[src/hw/rtl/rc4_pkg.sv]
package rc4_pkg;

    localparam int BYTE_W            = 8;
    localparam int PERM_DEPTH        = 256;
    localparam int PERM_ADDR_W       = $clog2(PERM_DEPTH);
    localparam int KEY_REG_W         = 64;
    localparam int KEY_BYTES_MAX     = 16;
    localparam int KEY_BYTES_DEFAULT = 16;
    localparam int CFG_IDX_W         = 2;

    // configuration register indexes
    localparam logic [CFG_IDX_W-1:0] CFG_KEY_LOW  = CFG_IDX_W'(0);
    localparam logic [CFG_IDX_W-1:0] CFG_KEY_HIGH = CFG_IDX_W'(1);

    // one access cycle to the permutation memory
    typedef struct packed {
        logic                   we;
        logic [PERM_ADDR_W-1:0] waddr;
        logic [BYTE_W-1:0]      wdata;
        logic                   re;
        logic [PERM_ADDR_W-1:0] raddr;
    } perm_req_t;

endpackage

[src/hw/rtl/rc4_stream_if.sv]
interface rc4_in_if;
    logic                      valid;
    logic                      ready;
    logic [rc4_pkg::BYTE_W-1:0] data_byte;
    logic                      end_of_message;

    modport source (output valid, output data_byte, output end_of_message, input ready);
    modport sink   (input valid, input data_byte, input end_of_message, output ready);
endinterface

interface rc4_out_if;
    logic                      valid;
    logic                      ready;
    logic [rc4_pkg::BYTE_W-1:0] out_byte;
    logic                      out_last;

    modport source (output valid, output out_byte, output out_last, input ready);
    modport sink   (input valid, input out_byte, input out_last, output ready);
endinterface

[src/hw/rtl/rc4_perm_ram.sv]
module rc4_perm_ram (
    input  logic                             clk,
    input  rc4_pkg::perm_req_t               req,
    output logic [rc4_pkg::BYTE_W-1:0]       rd_data
);

    logic [rc4_pkg::BYTE_W-1:0] mem [rc4_pkg::PERM_DEPTH];

    // read-first: a read and a write to one entry in the same cycle return the old value
    always_ff @(posedge clk)
    begin
        if (req.we)
        begin
            mem[req.waddr] <= req.wdata;
        end
        if (req.re)
        begin
            rd_data <= mem[req.raddr];
        end
    end

endmodule

[src/hw/rtl/rc4_stream_cipher_core.sv]
// Channel    Dir   Handshake      Payload
// data_in    in    valid/ready    data_byte[7:0], end_of_message
// data_out   out   valid/ready    out_byte[7:0], out_last
// cfg        in    cfg_we         cfg_index[1:0], cfg_data[63:0] (0 key_low, 1 key_high)
//
// A byte inside a message runs through four steps: accept/read S[i], read S[j], write S[i] and
// read S[t], write S[j] and load the output register. The single-port-write memory sets this.
// The first byte of a message adds the fill of all 256 entries, the schedule over every entry
// (read S[n], read S[j], write S[n], write S[j]) and one state to start the step.
// Reset (rst_n low, async) clears control, the key and the indexes; the memory is not cleared,
// the first schedule rewrites it. The next byte is taken while a result waits; the last step
// holds until the output register is free.
module rc4_stream_cipher_core #(
    parameter int KEY_BYTES = rc4_pkg::KEY_BYTES_DEFAULT
) (
    input  logic                              clk,
    input  logic                              rst_n,
    rc4_in_if.sink                            data_in,
    rc4_out_if.source                         data_out,
    input  logic                              cfg_we,
    input  logic [rc4_pkg::CFG_IDX_W-1:0]     cfg_index,
    input  logic [rc4_pkg::KEY_REG_W-1:0]     cfg_data
);

    localparam int AW     = rc4_pkg::PERM_ADDR_W;
    localparam int BW     = rc4_pkg::BYTE_W;
    localparam int KIDX_W = (KEY_BYTES > 1) ? $clog2(KEY_BYTES) : 1;
    localparam int KSEL_W = $clog2(rc4_pkg::KEY_BYTES_MAX);
    localparam logic [KIDX_W-1:0] KIDX_LAST = KIDX_W'(KEY_BYTES - 1);
    localparam logic [AW-1:0]     LAST_ENTRY = AW'(rc4_pkg::PERM_DEPTH - 1);

    typedef enum logic [9:0] {
        ST_IDLE     = 10'b00_0000_0001,
        ST_FILL     = 10'b00_0000_0010,
        ST_KS_RD_N  = 10'b00_0000_0100,
        ST_KS_RD_J  = 10'b00_0000_1000,
        ST_KS_WR_N  = 10'b00_0001_0000,
        ST_KS_WR_J  = 10'b00_0010_0000,
        ST_GEN_RD_I = 10'b00_0100_0000,
        ST_GEN_RD_J = 10'b00_1000_0000,
        ST_GEN_WR_I = 10'b01_0000_0000,
        ST_GEN_OUT  = 10'b10_0000_0000
    } state_t;

    state_t                       state_reg, state_next;
    logic [AW-1:0]                n_reg, n_next;       // schedule entry
    logic [AW-1:0]                i_reg, i_next;       // step index
    logic [AW-1:0]                j_reg, j_next;       // swap index (shared by schedule)
    logic [KIDX_W-1:0]            kidx_reg, kidx_next;
    logic [BW-1:0]                sx_reg, sx_next;     // S[n] or S[i]
    logic [BW-1:0]                sy_reg, sy_next;     // S[j]
    logic [AW-1:0]                t_reg, t_next;
    logic [BW-1:0]                data_reg, data_next;
    logic                         last_reg, last_next;
    logic                         need_sched_reg, need_sched_next;
    logic                         out_valid_reg, out_valid_next;
    logic [BW-1:0]                out_byte_reg, out_byte_next;
    logic                         out_last_reg, out_last_next;
    logic [rc4_pkg::KEY_REG_W-1:0] key_low_reg, key_high_reg;

    rc4_pkg::perm_req_t           ram_req;
    logic [BW-1:0]                rd_data;

    logic                         in_acc;
    logic                         out_free;
    logic                         out_load;
    logic [2*rc4_pkg::KEY_REG_W-1:0] key_all;
    logic [KSEL_W-1:0]            key_sel;
    logic [BW-1:0]                key_byte;
    logic [BW-1:0]                ks;

    rc4_perm_ram u_perm (
        .clk     (clk),
        .req     (ram_req),
        .rd_data (rd_data)
    );

    assign data_in.ready  = (state_reg == ST_IDLE);
    assign in_acc         = data_in.valid && data_in.ready;
    assign out_free       = !out_valid_reg || data_out.ready;

    assign data_out.valid    = out_valid_reg;
    assign data_out.out_byte = out_byte_reg;
    assign data_out.out_last = out_last_reg;

    assign key_all  = {key_high_reg, key_low_reg};
    assign key_sel  = KSEL_W'(kidx_reg);
    assign key_byte = key_all[{key_sel, 3'b000} +: BW];

    // keystream byte after the swap: entries i and j already hold their new values
    always_comb
    begin
        if (t_reg == j_reg)
        begin
            ks = sx_reg;
        end
        else if (t_reg == i_reg)
        begin
            ks = sy_reg;
        end
        else
        begin
            ks = rd_data;
        end
    end

    always_comb
    begin
        state_next      = state_reg;
        n_next          = n_reg;
        i_next          = i_reg;
        j_next          = j_reg;
        kidx_next       = kidx_reg;
        sx_next         = sx_reg;
        sy_next         = sy_reg;
        t_next          = t_reg;
        data_next       = data_reg;
        last_next       = last_reg;
        need_sched_next = need_sched_reg;
        out_byte_next   = out_byte_reg;
        out_last_next   = out_last_reg;
        out_load        = 1'b0;
        ram_req         = '0;

        unique case (state_reg)
            ST_IDLE:
            begin
                if (in_acc)
                begin
                    data_next = data_in.data_byte;
                    last_next = data_in.end_of_message;
                    if (need_sched_reg)
                    begin
                        n_next     = '0;
                        state_next = ST_FILL;
                    end
                    else
                    begin
                        i_next        = i_reg + AW'(1);
                        ram_req.re    = 1'b1;
                        ram_req.raddr = i_reg + AW'(1);
                        state_next    = ST_GEN_RD_J;
                    end
                end
            end
            ST_FILL:
            begin
                ram_req.we    = 1'b1;
                ram_req.waddr = n_reg;
                ram_req.wdata = BW'(n_reg);
                n_next        = n_reg + AW'(1);
                if (n_reg == LAST_ENTRY)
                begin
                    j_next     = '0;
                    kidx_next  = '0;
                    state_next = ST_KS_RD_N;
                end
            end
            ST_KS_RD_N:
            begin
                ram_req.re    = 1'b1;
                ram_req.raddr = n_reg;
                state_next    = ST_KS_RD_J;
            end
            ST_KS_RD_J:
            begin
                sx_next       = rd_data;
                j_next        = j_reg + AW'(rd_data) + AW'(key_byte);
                ram_req.re    = 1'b1;
                ram_req.raddr = j_reg + AW'(rd_data) + AW'(key_byte);
                state_next    = ST_KS_WR_N;
            end
            ST_KS_WR_N:
            begin
                ram_req.we    = 1'b1;
                ram_req.waddr = n_reg;
                ram_req.wdata = rd_data;
                state_next    = ST_KS_WR_J;
            end
            ST_KS_WR_J:
            begin
                ram_req.we    = 1'b1;
                ram_req.waddr = j_reg;
                ram_req.wdata = sx_reg;
                n_next        = n_reg + AW'(1);
                kidx_next     = (kidx_reg == KIDX_LAST) ? '0 : kidx_reg + KIDX_W'(1);
                if (n_reg == LAST_ENTRY)
                begin
                    i_next          = '0;
                    j_next          = '0;
                    need_sched_next = 1'b0;
                    state_next      = ST_GEN_RD_I;
                end
                else
                begin
                    state_next = ST_KS_RD_N;
                end
            end
            ST_GEN_RD_I:
            begin
                i_next        = i_reg + AW'(1);
                ram_req.re    = 1'b1;
                ram_req.raddr = i_reg + AW'(1);
                state_next    = ST_GEN_RD_J;
            end
            ST_GEN_RD_J:
            begin
                sx_next       = rd_data;
                j_next        = j_reg + AW'(rd_data);
                ram_req.re    = 1'b1;
                ram_req.raddr = j_reg + AW'(rd_data);
                state_next    = ST_GEN_WR_I;
            end
            ST_GEN_WR_I:
            begin
                sy_next       = rd_data;
                t_next        = AW'(sx_reg) + AW'(rd_data);
                ram_req.re    = 1'b1;
                ram_req.raddr = AW'(sx_reg) + AW'(rd_data);
                ram_req.we    = 1'b1;
                ram_req.waddr = i_reg;
                ram_req.wdata = rd_data;
                state_next    = ST_GEN_OUT;
            end
            ST_GEN_OUT:
            begin
                // hold here, with rd_data stable, until the output register frees up
                if (out_free)
                begin
                    ram_req.we    = 1'b1;
                    ram_req.waddr = j_reg;
                    ram_req.wdata = sx_reg;
                    out_load      = 1'b1;
                    out_byte_next = data_reg ^ ks;
                    out_last_next = last_reg;
                    if (last_reg)
                    begin
                        need_sched_next = 1'b1;
                    end
                    state_next = ST_IDLE;
                end
            end
            default:
            begin
                state_next = ST_IDLE;
            end
        endcase

        if (out_load)
        begin
            out_valid_next = 1'b1;
        end
        else if (data_out.ready)
        begin
            out_valid_next = 1'b0;
        end
        else
        begin
            out_valid_next = out_valid_reg;
        end
    end

    always_ff @(posedge clk or negedge rst_n)
    begin
        if (!rst_n)
        begin
            state_reg      <= ST_IDLE;
            n_reg          <= '0;
            i_reg          <= '0;
            j_reg          <= '0;
            kidx_reg       <= '0;
            need_sched_reg <= 1'b1;
            out_valid_reg  <= 1'b0;
            key_low_reg    <= '0;
            key_high_reg   <= '0;
        end
        else
        begin
            state_reg      <= state_next;
            n_reg          <= n_next;
            i_reg          <= i_next;
            j_reg          <= j_next;
            kidx_reg       <= kidx_next;
            need_sched_reg <= need_sched_next;
            out_valid_reg  <= out_valid_next;
            if (cfg_we)
            begin
                if (cfg_index == rc4_pkg::CFG_KEY_LOW)
                begin
                    key_low_reg <= cfg_data;
                end
                else if (cfg_index == rc4_pkg::CFG_KEY_HIGH)
                begin
                    key_high_reg <= cfg_data;
                end
            end
        end
    end

    // payload, no reset
    always_ff @(posedge clk)
    begin
        sx_reg       <= sx_next;
        sy_reg       <= sy_next;
        t_reg        <= t_next;
        data_reg     <= data_next;
        last_reg     <= last_next;
        out_byte_reg <= out_byte_next;
        out_last_reg <= out_last_next;
    end

    // the end of the schedule hands over zeroed indexes to the first step
    a_sched_handover: assert property (@(posedge clk) disable iff (!rst_n)
        (state_reg == ST_KS_WR_J && n_reg == LAST_ENTRY)
        |=> (i_reg == '0 && j_reg == '0 && state_reg == ST_GEN_RD_I && !need_sched_reg))
        else $error("schedule did not hand over cleanly");

    // a keystream step never starts while a schedule is still owed
    a_no_step_unscheduled: assert property (@(posedge clk) disable iff (!rst_n)
        (state_reg == ST_GEN_RD_J) |-> !need_sched_reg)
        else $error("keystream step without key schedule");

    // a result is never loaded over one that is still waiting
    a_out_no_overwrite: assert property (@(posedge clk) disable iff (!rst_n)
        out_load |-> (!out_valid_reg || data_out.ready))
        else $error("output register overwritten");

    // an accepted item always leaves idle and closes the input
    a_accept_busy: assert property (@(posedge clk) disable iff (!rst_n)
        in_acc |=> (state_reg != ST_IDLE && !data_in.ready))
        else $error("accepted item did not start work");

endmodule
[src/flat_wrapper.sv]
// flat-port wrapper written by rule: the top's interface ports become plain ports
module rc4_stream_cipher_core_flat 
#(
    parameter int KEY_BYTES = rc4_pkg::KEY_BYTES_DEFAULT
)
  (clk, rst_n, cfg_we, cfg_index, cfg_data, data_in_valid, data_in_data_byte, data_in_end_of_message, data_in_ready, data_out_valid, data_out_out_byte, data_out_out_last, data_out_ready);
  rc4_in_if data_in_i ();
  rc4_out_if data_out_i ();
  input  logic clk;
  input  logic rst_n;
  input  logic cfg_we;
  input  logic [rc4_pkg::CFG_IDX_W-1:0] cfg_index;
  input  logic [rc4_pkg::KEY_REG_W-1:0] cfg_data;
  input wire logic [$bits(data_in_i.valid)-1:0] data_in_valid;
  input wire logic [$bits(data_in_i.data_byte)-1:0] data_in_data_byte;
  input wire logic [$bits(data_in_i.end_of_message)-1:0] data_in_end_of_message;
  output wire logic [$bits(data_in_i.ready)-1:0] data_in_ready;
  output wire logic [$bits(data_out_i.valid)-1:0] data_out_valid;
  output wire logic [$bits(data_out_i.out_byte)-1:0] data_out_out_byte;
  output wire logic [$bits(data_out_i.out_last)-1:0] data_out_out_last;
  input wire logic [$bits(data_out_i.ready)-1:0] data_out_ready;
  assign data_in_i.valid = data_in_valid;
  assign data_in_i.data_byte = data_in_data_byte;
  assign data_in_i.end_of_message = data_in_end_of_message;
  assign data_in_ready = data_in_i.ready;
  assign data_out_valid = data_out_i.valid;
  assign data_out_out_byte = data_out_i.out_byte;
  assign data_out_out_last = data_out_i.out_last;
  assign data_out_i.ready = data_out_ready;
  rc4_stream_cipher_core #(.KEY_BYTES(KEY_BYTES)) u_core (.clk(clk), .rst_n(rst_n), .data_in(data_in_i), .data_out(data_out_i), .cfg_we(cfg_we), .cfg_index(cfg_index), .cfg_data(cfg_data));
endmodule
[config.mk]
export PLATFORM = sky130hd
export DESIGN_NAME = rc4_stream_cipher_core_flat
export DESIGN_NICKNAME = d
export VERILOG_FILES = /design/src/hw/rtl/rc4_pkg.sv /design/src/hw/rtl/rc4_stream_if.sv /design/src/hw/rtl/rc4_perm_ram.sv /design/src/hw/rtl/rc4_stream_cipher_core.sv /design/src/flat_wrapper.sv
export SDC_FILE = /design/constraint.sdc
export NUM_CORES = 2
export LEC_CHECK = 0
export BUFFER_PORTS_ARGS = -buffer_cell sky130_fd_sc_hd__buf_2
export CAP_MARGIN = 20
export CORE_ASPECT_RATIO = 0.6
export CORE_MARGIN = 4
export CORE_UTILIZATION = 31
export CTS_CLUSTER_SIZE = 28
export DETAILED_ROUTE_END_ITERATION = 8
export PLACE_DENSITY = 0.44
export SETUP_SLACK_MARGIN = 0.5
export SLEW_MARGIN = 20
export SYNTH_ARGS = -nofsm -noshare
export SYNTH_HDL_FRONTEND = slang
export SYNTH_SLANG_ARGS = --single-unit
[constraint.sdc]
create_clock -name clk -period 10.4 [get_ports clk]
set_input_delay 0.52 -clock clk [delete_from_list [all_inputs] [get_ports clk]]
set_output_delay 0.52 -clock clk [all_outputs]
set_load 0.02 [all_outputs]
# Yosys cells after proc, flatten, opt, wreduce, memory -nomap -nowiden
# Memory sizes are Yosys's and may differ from the RTL's. A register that Yosys moved wholly into a read port is not among the register bits.
# Index checks and enable logic that the tools add are counted.
# W data, S select, Z words.
# totals
reg_bits	210
mem_bits_rw	2048
input_bits	80
output_inout_bits	11
word_cells	105
memories	1
# op_classes
n_addsub	6
n_eq_ne	23
shift	1
n_mux	34
n_bitwise	2
n_reduce_logical	22
# memory_table
memory	words	word_bits	rd	rd_clocked_by_memory_dff	write_ports	line_no	source
u_core.u_perm.mem	256	8	1	1	1	rc4_perm_ram.sv:7	logic [rc4_pkg::BYTE_W-1:0] mem [rc4_pkg::PERM_DEPTH];
# ops
operator	count
$shiftx A128 B8 Y8	1
$pmux W10 S10	1
$pmux W17 S5	1
$mux W8	8
$pmux W9 S6	1
$pmux W8 S3	2
$mux W10	3
$add A8 B8 Y8	3
$mux W9	2
$mux W17	1
$add A8 B1 Y8 const B	2
$eq A8 B8 Y1	2
$pmux W8 S2	1
$eq A10 B1 Y1 const B	1
$eq A10 B10 Y1 const B	1
$eq A10 B2 Y1 const B	1
$eq A10 B3 Y1 const B	1
$eq A10 B4 Y1 const B	1
$eq A10 B5 Y1 const B	1
$eq A10 B6 Y1 const B	1
$eq A10 B7 Y1 const B	1
$eq A10 B8 Y1 const B	1
$eq A10 B9 Y1 const B	1
$ne A2 B1 Y1 const B	5
22 further kinds	45

# Longest topological paths before layout
# logic_depth
depth_word	6
mapped_depth	25
mapped_depth_nobuf	18

# Cells and area by module
# A second synthesis with hierarchy kept.
# unflattened
cells_unflattened	4600
hier_area_um2	90438.0
# by_module_without_submodules
module	n_inst	cells_each	area_per_inst_um2	seq_area_each_um2
rc4_perm_ram	1	3733	79636.4	61739.2
rc4_stream_cipher_core	1	867	10801.6	5467.7

# Least setup slack after synthesis
# No wires, ideal clock.
# synth_path
path_type	reg2reg
from	register u_core.kidx_reg[0], in the netlist u_core.key_sel[0]
to	register u_core.u_perm.rd_data[4] (netlist bit), read port of u_core.u_perm.mem (data pin)
setup_ns	0.272
t_arrival_ns	5.686
required_ns	10.128
slack_ns	4.442
path_stages_with_launch	25
n_path_buf	9
period_less_slack_ns	5.958
cell_sequence	dfrtp_1 > clkbuf_1 > clkbuf_1 > buf_1 > clkbuf_1 > mux2i_1 > a21oi_1 > a22oi_1 > nand2_1 > ha_1 > fa_1 > and3b_1 > a32o_1 > a211oi_2 > and2_1 > buf_2 > buf_2 > buf_2 > buf_1 > buf_2 > nand3_1 > a311oi_1 > a31oi_1 > o2111ai_1 > o211ai_1
# synth_between
elab_chain_len	3
# synth_rtl
item	line_no	source
start, declared	rc4_stream_cipher_core.sv:49	logic [KIDX_W-1:0] kidx_reg, kidx_next;
start signal, assigned	rc4_stream_cipher_core.sv:283	kidx_reg <= kidx_next;
$shiftx A128 B8 Y8	rc4_stream_cipher_core.sv:88	assign key_byte = key_all[{key_sel, 3'b000} +: BW];
$add A8 B8 Y8	rc4_stream_cipher_core.sv:170	ram_req.raddr = j_reg + AW'(rd_data) + AW'(key_byte);
$pmux W9 S6	rc4_stream_cipher_core.sv:125	unique case (state_reg)
end, declared	rc4_perm_ram.sv:4	output logic [rc4_pkg::BYTE_W-1:0] rd_data
# No other way between the ends.
# A chain may end at the register's enable or synchronous reset.

# Worst setup path after layout
# layout_path
from	register u_core.kidx_reg[0], in the netlist u_core.key_sel[0]
to	register u_core.u_perm.rd_data[7] (netlist bit), read port of u_core.u_perm.mem (data pin)
# The elaborated chain is that of the path after synthesis.

==> results.toml <==
[floorplanning]
dieArea_mm2 = 0.3109
rows = 155
fp.coreArea_mm2 = 0.2989
initial_core_util = 0.3130
pin_count = 91
die_h_um = 433.5
die_w_um = 717.2

[timing]
tightest_slew_ns = 1.252
rsz0062_at_grt = "false"
fin_skew_ns = 0.05856
clock.fmax_ghz = 0.1235
slew_violations = 0
hold_viol = 0
slew_headroom = 0.1625
setup_viol = 0
hold_ws_ns = 0.09836
finalCriticalPeriod_ns = 8.095
tns_ns = 0
post-route-period-util = 0.7783

[logic_synthesis]
synth_cell_type_count = 94
yosysTopAreaCellShare = 0.6735
netlist.top_cell.by_area = "edfxtp_1"
async_flop_share = 0.07414
syn-num-nets = 7035
synthFlopType = "edfxtp_1"
syn_avg_cell_area_um2 = 13.50
synth-seq-cells = 2266
ys_warn_count = 0
ys_seq_area_frac = 0.7184
syn_inst = 6928
synth_edf_count = 2098
yosys-top-cells-area = "edfxtp_1 67%, nand2_1 5.8%, dfrtp_1 4.4%"
synth_area_mm2 = 0.09355
yosysMostFrequentCell = "edfxtp_1"
netlist_top_cells_count = "2098 x edfxtp_1, 1441 x nand2_1, 530 x nand3_1, 328 x nor2_1, 233 x a211oi_1"

[grt]
grt_use_total = 0.2266
grt_pass1_wl_um = 495900
grt_pass1_vias = 57563
antenna_found_initial = 34
grt-ovfl-total = 0
grt_max_degree = 159

[power_and_ir_drop]
seq_power_share = 0.511
p_per_area_mw_per_mm2 = 187.0
peakVddDrop_mv = 0.1190
internal-power_uw = 15020
p_leak_uw = 0.03679
swShare = 0.2463
p_clk_frac = 0.408
switchingPower_uw = 4908
combPwrFrac = 0.081
total_power_uw = 19930

[worst_setup_path]
cp_cell_sequence = "buf_4, mux4_2, o22ai_1, a21oi_1, ha_1, o21ai_0, o21bai_1, a211o_1, a32o_1, or3_2, buf_4, nand2_1, o22ai_1, a221oi_1, o22ai_1, a21o_1, o31a_1"
timing.rr.end = "u_core.u_perm.rd_data[7]"
cp_max_fo = 28
start_kind = "register"
cp-end-kind = "register"
rr_startpoint = "u_core.key_sel[0]"
cp_slowest_cell = "dfrtp_2"
cp_top_family = "compound AO/OA/AOI/OAI gates"
cp_common_cell = "o22ai_1"
worst_ep_required_time_ns = 11.04
max_stage_delay_ns = 0.87
r2r_cells = 17
crit_type = "reg -> reg"
worstPathArrival_ns = 8.73
cp_num_buf_inv = 2
reg2reg_slack_ns = 2.31

[cts]
clkTransAtPathRegs_ns = 0.07
clock_latency_ns = 0.91
cts_setup_buffers = 0
numCtsBuffers = 217
cts-root-buf = "clkbuf_16"
cts.htree.levels = 4
cts_buffer_depth = 4
cts.sinks = 2266
cts_tree = "done"

[final_layout]
postLayoutCellArea_mm2 = 0.1066
layout.cells.non_filler = 11223
drive_gt1_frac = 0.1190
largest_register_ffs = 2048
layout.nets = 7141
synthToLayoutAreaGrowth_pct = 13.93

[drt]
wl_um = 360800
drtIter0Drc = 9313
wl_per_cell_um = 32.15
drtAntennaViolNets = 0
vias = 62882
firstDrtPassIters = 6
drc = 0
viasPerCell = 5.603

[worst_hold_path]
hold_class = "in -> reg"
hold_start = "data_in_valid"
min_delay_path_depth = 3
worstHoldEndpoint = "u_core.n_reg[7]"

[placement]
gp_congestion = 0.8715
dp_hpwl_um = 227500
port_buffers = 90
placed_area_mm2 = 0.09875
placed_cells = 10737

[outcome]
status = "completed"

[flow_run]
max_cap_violations = 0
-- cell type report --
cell class | instances | area (um2)
inverter | 22 | 135.1
clock buffer | 264 | 5712
tap | 4003 | 5009
fill | 28736 | 192300
antenna | 7 | 17.52
sequential | 2266 | 67210
multi-input combinational | 4165 | 24210
timing repair buffer | 362 | 3047
clock inverter | 134 | 1242
-- layout by cell type, fill, tap and decap left out, types with 24 or more instances in the layout --
master and n:
a22oi_1 33, a311oi_1 58, o22ai_1 34, nand2_1 1434, clkbuf_16 221, dfrtp_1 165, nand4_1 40, ha_1 24
clkinv_1 57, mux2_2 143, o21ai_0 81, buf_12 27, a32oi_1 41, mux2i_1 162, a211oi_1 228, edfxtp_1 2098
a31oi_1 152, a21oi_1 217, clkinv_2 39, buf_4 165, buf_2 90, nor2_1 300, nor3_1 27, dlygate4sd3_1 75
xnor2_1 25, mux4_2 24, clkbuf_1 41, nor2_2 25, nand3_1 529, and3_1 198
-- per-stage QoR --
| step | worst slack, ns | utilization |
|---|---|---|
| 2_1_floorplan | 4.442 | - |
| 3_3_place_gp | 1.509 | 0.3301 |
| 3_5_place_dp | 2.566 | 0.3304 |
| 4_1_cts | 2.538 | 0.3562 |
| 5_1_grt | 2.011 | 0.3566 |
| 6_report | 2.305 | 0.3566 |
-- worst max path at each step --
| stage | start | end | slack [ns] | cells past startpoint |
|---|---|---|---|---|
| 4_1_cts | u_core.key_sel[0] | u_core.u_perm.rd_data[7] | 2.54 | 20 |
| 3_3_place_gp | u_core.key_sel[0] | u_core.u_perm.rd_data[2] | 1.51 | 18 |
| 2_1_floorplan | u_core.key_sel[0] | u_core.u_perm.rd_data[4] | 4.44 | 24 |
| 5_1_grt | u_core.key_sel[2] | u_core.u_perm.rd_data[7] | 2.01 | 20 |
| 6_report | u_core.key_sel[0] | u_core.u_perm.rd_data[7] | 2.31 | 17 |
| 3_5_place_dp | u_core.key_sel[0] | u_core.u_perm.rd_data[7] | 2.57 | 19 |
-- logic make-up (layout without fill, tap and decap cells) --
family	count (synthesis)	after routing	share of synthesized area
compound gates	1080	1080	0.08037
xor+xnor	48	48	0.004494
fa+ha+maj	27	27	0.003852
buf+inv	497	782	0.02631
flops	2266	2266	0.7184
mux	333	333	0.04093
other cells	0	7	0
simple gates	2677	2677	0.1256
-- power groups by stage --
stage          Clock (uW)  Combinational, uW  Sequential (uW)
2_1_floorplan           0                920            10300
3_3_place_gp            0               1540            10400
3_5_place_dp            0               1550            10400
4_1_cts              8220               1580            10200
5_1_grt              8610               1710            10200
6_report             8130               1620            10200
-- per-layer routing --
layer  up-vias  share of wire  wire (um)  GRT usage
met5         -              0          0          0
met3       373           0.11      41350    0.06535
met1     32788           0.49     176600     0.3722
met4         0          0.018       6584    0.04047
met2      3289           0.38     136300     0.2873
li1      26432              -          -          -
-- tightest hold or removal path: stages --
cell	delay (ns)
buf_2	0.11
and3_1	0.24
nor2_1	0.06
-- repair_timing --
action / in CTS / in global routing
resized for setup: 0 / 0
hold buffers: 75 / 0
hold endpoints to repair: 236 / 0
endpoints found under the setup margin: 0 / 0
No activity file was read; power rests on OpenSTA's default activity.
